==> src/hw/rtl/tkpq_pkg.sv <==
package tkpq_pkg;

  localparam int DEPTH        = 16;
  localparam int TIME_BITS    = 32;
  localparam int PAYLOAD_BITS = 32;
  localparam int CNT_W        = $clog2(DEPTH + 1);

  typedef enum logic {
    OP_INSERT = 1'b0,
    OP_REMOVE = 1'b1
  } opcode_t;

  typedef enum logic [1:0] {
    ST_OK    = 2'd0,
    ST_EMPTY = 2'd1,
    ST_FULL  = 2'd2
  } status_t;

  typedef struct packed {
    logic [1:0]              cls;
    logic [TIME_BITS-1:0]    tm;
    logic [PAYLOAD_BITS-1:0] pl;
  } entry_t;

  // Broadcast to every cell in the row
  typedef struct packed {
    logic   ins;
    logic   rem;
    entry_t entry;
  } cell_ctl_t;

endpackage

==> src/hw/rtl/tkpq_cell.sv <==
module tkpq_cell (
  input  logic                clk,
  input  tkpq_pkg::cell_ctl_t ctl,
  input  logic                occupied,
  input  logic                left_ahead,
  input  tkpq_pkg::entry_t    left_data,
  input  tkpq_pkg::entry_t    right_data,
  output logic                ahead,
  output tkpq_pkg::entry_t    data
);

  // New entry sorts ahead of this one on a strictly smaller key; an empty
  // cell always counts as behind the new entry.
  assign ahead = !occupied ||
                 ({ctl.entry.cls, ctl.entry.tm} < {data.cls, data.tm});

  always_ff @(posedge clk) begin
    if (ctl.ins) begin
      if (ahead) begin
        data <= left_ahead ? left_data : ctl.entry;
      end
    end else if (ctl.rem) begin
      data <= right_data;
    end
  end

endmodule

==> src/hw/rtl/two_key_priority_queue.sv <==
// Two-key priority queue: up to tkpq_pkg::DEPTH entries held sorted by
// class, then creation time; equal keys leave in arrival order.
// Input channel (in_valid/in_stall) carries one operation per transfer:
// opcode insert places the entry at its sorted slot, remove returns the
// head entry. Each operation yields exactly one result on the output
// channel (out_valid/out_stall) with status, the removed entry (zero
// unless a remove succeeded) and the count held afterwards.
// The store is a row of cells, one per slot; all cells compare the new
// key in parallel and shift right (insert) or left (remove) in the same
// cycle, and the result is registered and appears in the cycle after its
// input transfer. One operation per cycle is sustained while the receiver
// takes results.
// A remove on an empty queue reports empty; an insert on a full queue is
// dropped and reports full. Neither changes the queue.
// Reset (rst, synchronous) empties the queue and drops any pending result.
// While the receiver stalls, the result register holds and in_stall is
// raised, so no new operation is taken until the result is transferred.
module two_key_priority_queue (
  input  logic        clk,
  input  logic        rst,
  input  logic        in_valid,
  output logic        in_stall,
  input  logic        opcode,
  input  logic [1:0]  user_class,
  input  logic [31:0] created_time,
  input  logic [31:0] payload,
  output logic        out_valid,
  input  logic        out_stall,
  output logic [1:0]  status,
  output logic [1:0]  out_class,
  output logic [31:0] out_time,
  output logic [31:0] out_payload,
  output logic [4:0]  entry_count
);

  localparam int N = tkpq_pkg::DEPTH;

  logic [tkpq_pkg::CNT_W-1:0] count;
  logic [tkpq_pkg::CNT_W-1:0] count_next;
  logic                       accept;
  logic                       is_full;
  logic                       is_empty;
  tkpq_pkg::cell_ctl_t        ctl;
  tkpq_pkg::status_t          st_next;
  tkpq_pkg::status_t          st_q;
  tkpq_pkg::entry_t           head_next;
  tkpq_pkg::entry_t           head_q;
  tkpq_pkg::entry_t           cell_data [N];
  logic                       cell_ahead [N];

  assign in_stall = out_valid && out_stall;
  assign accept   = in_valid && !in_stall;
  assign is_full  = (count == tkpq_pkg::CNT_W'(N));
  assign is_empty = (count == '0);

  always_comb begin
    ctl.entry.cls = user_class;
    ctl.entry.tm  = tkpq_pkg::TIME_BITS'(created_time);
    ctl.entry.pl  = tkpq_pkg::PAYLOAD_BITS'(payload);
    ctl.ins       = 1'b0;
    ctl.rem       = 1'b0;
    st_next       = tkpq_pkg::ST_OK;
    head_next     = '0;
    count_next    = count;
    if (tkpq_pkg::opcode_t'(opcode) == tkpq_pkg::OP_INSERT) begin
      if (is_full) begin
        st_next = tkpq_pkg::ST_FULL;
      end else begin
        ctl.ins    = accept;
        count_next = count + 1'b1;
      end
    end else begin
      if (is_empty) begin
        st_next = tkpq_pkg::ST_EMPTY;
      end else begin
        ctl.rem    = accept;
        head_next  = cell_data[0];
        count_next = count - 1'b1;
      end
    end
  end

  for (genvar i = 0; i < N; i++) begin : g_cell
    logic             left_ahead;
    tkpq_pkg::entry_t left_data;
    tkpq_pkg::entry_t right_data;

    if (i == 0) begin : g_first
      assign left_ahead = 1'b0;
      assign left_data  = '0;
    end else begin : g_mid
      assign left_ahead = cell_ahead[i-1];
      assign left_data  = cell_data[i-1];
    end
    if (i == N - 1) begin : g_last
      assign right_data = '0;
    end else begin : g_rest
      assign right_data = cell_data[i+1];
    end

    tkpq_cell u_cell (
      .clk        (clk),
      .ctl        (ctl),
      .occupied   (tkpq_pkg::CNT_W'(i) < count),
      .left_ahead (left_ahead),
      .left_data  (left_data),
      .right_data (right_data),
      .ahead      (cell_ahead[i]),
      .data       (cell_data[i])
    );
  end

  always_ff @(posedge clk) begin
    if (rst) begin
      count     <= '0;
      out_valid <= 1'b0;
    end else begin
      if (accept) begin
        count     <= count_next;
        out_valid <= 1'b1;
      end else if (!out_stall) begin
        out_valid <= 1'b0;
      end
    end
  end

  always_ff @(posedge clk) begin
    if (accept) begin
      st_q        <= st_next;
      head_q      <= head_next;
      entry_count <= 5'(count_next);
    end
  end

  assign status      = st_q;
  assign out_class   = head_q.cls;
  assign out_time    = 32'(head_q.tm);
  assign out_payload = 32'(head_q.pl);

  a_count_bound: assert property (@(posedge clk) disable iff (rst)
    count <= tkpq_pkg::CNT_W'(N))
    else $error("held count above depth");

  a_full_count: assert property (@(posedge clk) disable iff (rst)
    out_valid && status == tkpq_pkg::ST_FULL |-> entry_count == 5'(N))
    else $error("full status with queue not full");

  a_empty_count: assert property (@(posedge clk) disable iff (rst)
    out_valid && status == tkpq_pkg::ST_EMPTY |-> entry_count == '0)
    else $error("empty status with entries held");

  a_remove_dec: assert property (@(posedge clk) disable iff (rst)
    accept && opcode == tkpq_pkg::OP_REMOVE && !is_empty
    |=> count == $past(count) - 1'b1)
    else $error("remove did not drop count");

endmodule

==> config.mk <==
export PLATFORM = sky130hd
export DESIGN_NAME = two_key_priority_queue
export DESIGN_NICKNAME = d
export VERILOG_FILES = /design/src/hw/rtl/tkpq_pkg.sv /design/src/hw/rtl/tkpq_cell.sv /design/src/hw/rtl/two_key_priority_queue.sv
export SDC_FILE = /design/constraint.sdc
export NUM_CORES = 2
export LEC_CHECK = 0
export ABC_AREA = 1
export BUFFER_PORTS_ARGS = -buffer_cell sky130_fd_sc_hd__clkbuf_2
export CORE_UTILIZATION = 65
export CTS_BUF_LIST = sky130_fd_sc_hd__clkbuf_8
export CTS_CLUSTER_DIAMETER = 30
export CTS_CLUSTER_SIZE = 8
export DETAILED_ROUTE_END_ITERATION = 12
export PLACE_DENSITY = 0.82
export SYNTH_ARGS = -nofsm -noshare
export SYNTH_HDL_FRONTEND = slang
export SYNTH_SLANG_ARGS = --single-unit
==> constraint.sdc <==
create_clock -name clk -period 10.5 [get_ports clk]
set_input_delay 0.525 -clock clk [delete_from_list [all_inputs] [get_ports clk]]
set_output_delay 0.525 -clock clk [all_outputs]
set_load 0.05 [all_outputs]
==> results.json <==
{
  "power_mw": 15.15,
  "initialDrtViolationCount": 9167,
  "setup_ws_ns": 5.118,
  "fmax_mhz": 185.8,
  "r2r-start": "g_cell[6].u_cell.data[65]",
  "cts_setup_buffers": 0,
  "cp_max_fo": 67,
  "timing_worst_setup_path_type": "flop to flop",
  "antenna_found_initial": 3,
  "fin_nets": 10310,
  "ant_nets": 0,
  "power_frac_seq_pct": 40.1,
  "cts_made_buffers": 280,
  "synth-simple-area-share_pct": 31.45,
  "synth_seq_cells": 1135,
  "cts_tree": "yes",
  "slew_headroom_pct": 12.93,
  "fill_cells": 8727,
  "synth_top_flop_cell": "edfxtp_1",
  "hold_depth": 3,
  "drive_gt1_share_pct": 7.180,
  "syn_area_mm2": 0.07232,
  "synth_edf_count": 1129,
  "hold_viol": 0,
  "synth_common_cells": "nand2_1 (5363), inv_1 (1183), edfxtp_1 (1129)",
  "finalClockSkew_ns": 0.07913,
  "yosys.area.top_type": "edfxtp_1",
  "synth_seq_area_share_pct": 47.04,
  "start_kind": "flop",
  "setup_violations": 0,
  "drt_wl_total_um": 239500,
  "post-synth-top-count-cell": "nand2_1",
  "power_leakage_nw": 45.67,
  "worst_pin_slew_ns": 1.306,
  "yosysWarnings": 0,
  "routedWlPerCell_um": 21.02,
  "slowest_delay_ns": 0.90,
  "place_inst": 10880,
  "portBuffers": 145,
  "ff2ff_path_depth": 12,
  "path_common_cell": "nand2_4",
  "htreeDepth": 5,
  "hp-start": "payload[20]",
  "gp_congestion": 0.9779,
  "synth_top_family_by_area": "simple AND/OR/NAND/NOR gates",
  "cts.clk_slew.worst_paths_ns": 0.06,
  "std_cell_rows": 122,
  "place_ws_ns": 4.835,
  "die_w_um": 335.6,
  "grt_pass1_wl_um": 360700,
  "power.internal_mw": 10.02,
  "die_area_mm2": 0.1126,
  "syn2layout_area_growth_pct": 9.877,
  "via_per_inst": 5.764,
  "grt_max_degree": 222,
  "report.final.slew_viol_count": 0,
  "stdcell_count": 11390,
  "grt_pass1_vias": 63110,
  "power_frac_comb_pct": 23.2,
  "fin_area_mm2": 0.07947,
  "ioPinCount": 146,
  "switchingPower_mw": 5.124,
  "avgSynthCellArea_um2": 7.520,
  "ir_worst_vdd_mv": 0.1537,
  "rsz0062_at_grt": "no",
  "dpl-instance-area_mm2": 0.07349,
  "die_h_um": 335.6,
  "synthMuxAreaShare_pct": 0,
  "cts_resized": 0,
  "synth-adder-area-share_pct": 9.186,
  "synth-compound-area-share_pct": 3.159,
  "cts_buffer_depth": 4,
  "synth.area.top_cells": "edfxtp_1 (47%), nand2_1 (28%), ha_1 (9.2%)",
  "power_switching_share_pct": 33.83,
  "r2r_end": "g_cell[6].u_cell.data[43]",
  "reg2reg_setup_slack_ns": 5.12,
  "synth.distinct_cells": 38,
  "clock-sinks": 1135,
  "dr.pass1.iters": 9,
  "synth_xor_xnor_area_share_pct": 0.03633,
  "powerDensity_mw_per_mm2": 190.6,
  "cp_cell_sequence": "inv_1 -> ha_1 -> a21oi_1 -> o21ai_0 -> nor2_1 -> nand2_1 -> nor2_1 -> nand2_1 -> nand2_4 -> nand2_4 -> nand2_4 -> buf_4",
  "initial_core_util_pct": 65.44,
  "period_needed_ns": 5.382,
  "place_hpwl_um": 148700,
  "track_usage_pct": 42.29,
  "netlist.area_leader.share_pct": 46.88,
  "fin_tns_setup_ns": 0,
  "async_reset_ff_share_pct": 0,
  "hold_class": "input pin to flop",
  "holdBufCountCts": 34,
  "worstSkewPairLatency_ns": 0.99,
  "run_status": "finished, final reports clean",
  "core_area_mm2": 0.1105,
  "regArea_mm2": 0.03402,
  "holdPathEnd": "g_cell[15].u_cell.data[20]",
  "multiInputGateArea_mm2": 0.03202,
  "clockPowerShare_pct": 36.7,
  "cp_slowest_cell": "nand2_4",
  "vias": 65660,
  "worst-endpoint-required_ns": 11.05,
  "drv_cap": 0,
  "worstSetupEndpointType": "flop",
  "worstPathArrival_ns": 5.93,
  "synthCells": 9617,
  "fin_crit_sh_pct": 51.26,
  "cts_root_buffer": "clkbuf_8",
  "gr-total-overflow": 0,
  "drc": 0,
  "synth_nets": 10220
}
-- kinds of logic (layout without fill, tap and decap cells) --
logic type | count (synthesis) | count (layout)
fa+ha+maj | 531 | 531
buf+inv | 1608 | 1893
other cells | 0 | 2
simple gates | 5904 | 5904
flops | 1135 | 1135
compound gates | 436 | 436
xor+xnor | 3 | 3
-- critical path, delay by kind of cell (launching register included) --
family / cells / cell delay [ns]
simple gates: 7 / 3.08
buf+inv: 2 / 0.87
flops: 1 / 0.39
fa+ha+maj: 1 / 0.27
compound gates: 2 / 0.26
-- metal layers --
metal,share of wire (%),GRT usage [%]
met3,14,10.72
met2,43,63.06
met1,37,55.86
met5,0.0071,0
met4,6.3,24.80
-- layout make-up --
class / instances / share of cell area, %
sequential: 1135 / 42.81
multi-input combinational: 6874 / 40.29
inverter: 1189 / 5.626
clock buffer: 284 / 4.919
tap: 1488 / 2.343
clock inverter: 195 / 2.165
timing repair buffer: 225 / 1.839
antenna: 2 / 0.006298
-- power by group through the flow --
stage / Clock [mW] / Sequential, mW / Combinational (mW)
finish: 5.56 / 6.07 / 3.51
global route: 5.75 / 6.12 / 3.85
floorplan: 0 / 6.17 / 2.19
detailed placement: 0 / 6.14 / 3.35
CTS: 5.53 / 6.06 / 3.40
global placement: 0 / 6.12 / 3.24
-- registers in the layout, summed over array words and instances, names as in the netlist --
signal              flops
g_cell.u_cell.data   1056
out_payload            32
out_time               32
count                   5
entry_count             5
out_class               2
status                  2
out_valid               1
-- cells in the final DEF, fill, tap and decap left out, types with 47 or more instances in the layout --
master and n:
nand2_2 67, nor2_1 263, a21oi_1 268, clkbuf_8 284, nand2_1 5323, o21ai_0 123
clkbuf_2 145, edfxtp_1 1129, ha_1 531, nand3_1 120, inv_1 1231, nand2_4 47
-- metrics by stage --
step	utilization, %	hold WS [ns]
final	71.91	0.08233
after global routing	71.90	0.07096
after CTS	71.90	0.02101
after detailed placement	66.50	0.4991
after global placement	66.50	0.4846
after floorplan	-	0.4944
-- worst max-delay path by stage --
| stage | start | cells after the start | endpoint | slack [ns] |
|---|---|---|---|---|
| 6_report | g_cell[6].u_cell.data[65] | 12 | g_cell[6].u_cell.data[43] | 5.12 |
| 5_1_grt | g_cell[6].u_cell.data[65] | 12 | g_cell[6].u_cell.data[43] | 5.05 |
| 4_1_cts | g_cell[6].u_cell.data[65] | 12 | g_cell[6].u_cell.data[56] | 5.30 |
| 3_5_place_dp | user_class[1] | 12 | g_cell[6].u_cell.data[45] | 4.84 |
| 3_3_place_gp | user_class[1] | 12 | g_cell[6].u_cell.data[56] | 4.97 |
| 2_1_floorplan | out_valid | 9 | g_cell[14].u_cell.data[0] | 1.74 |
No activity file was read; power rests on OpenSTA's default activity.
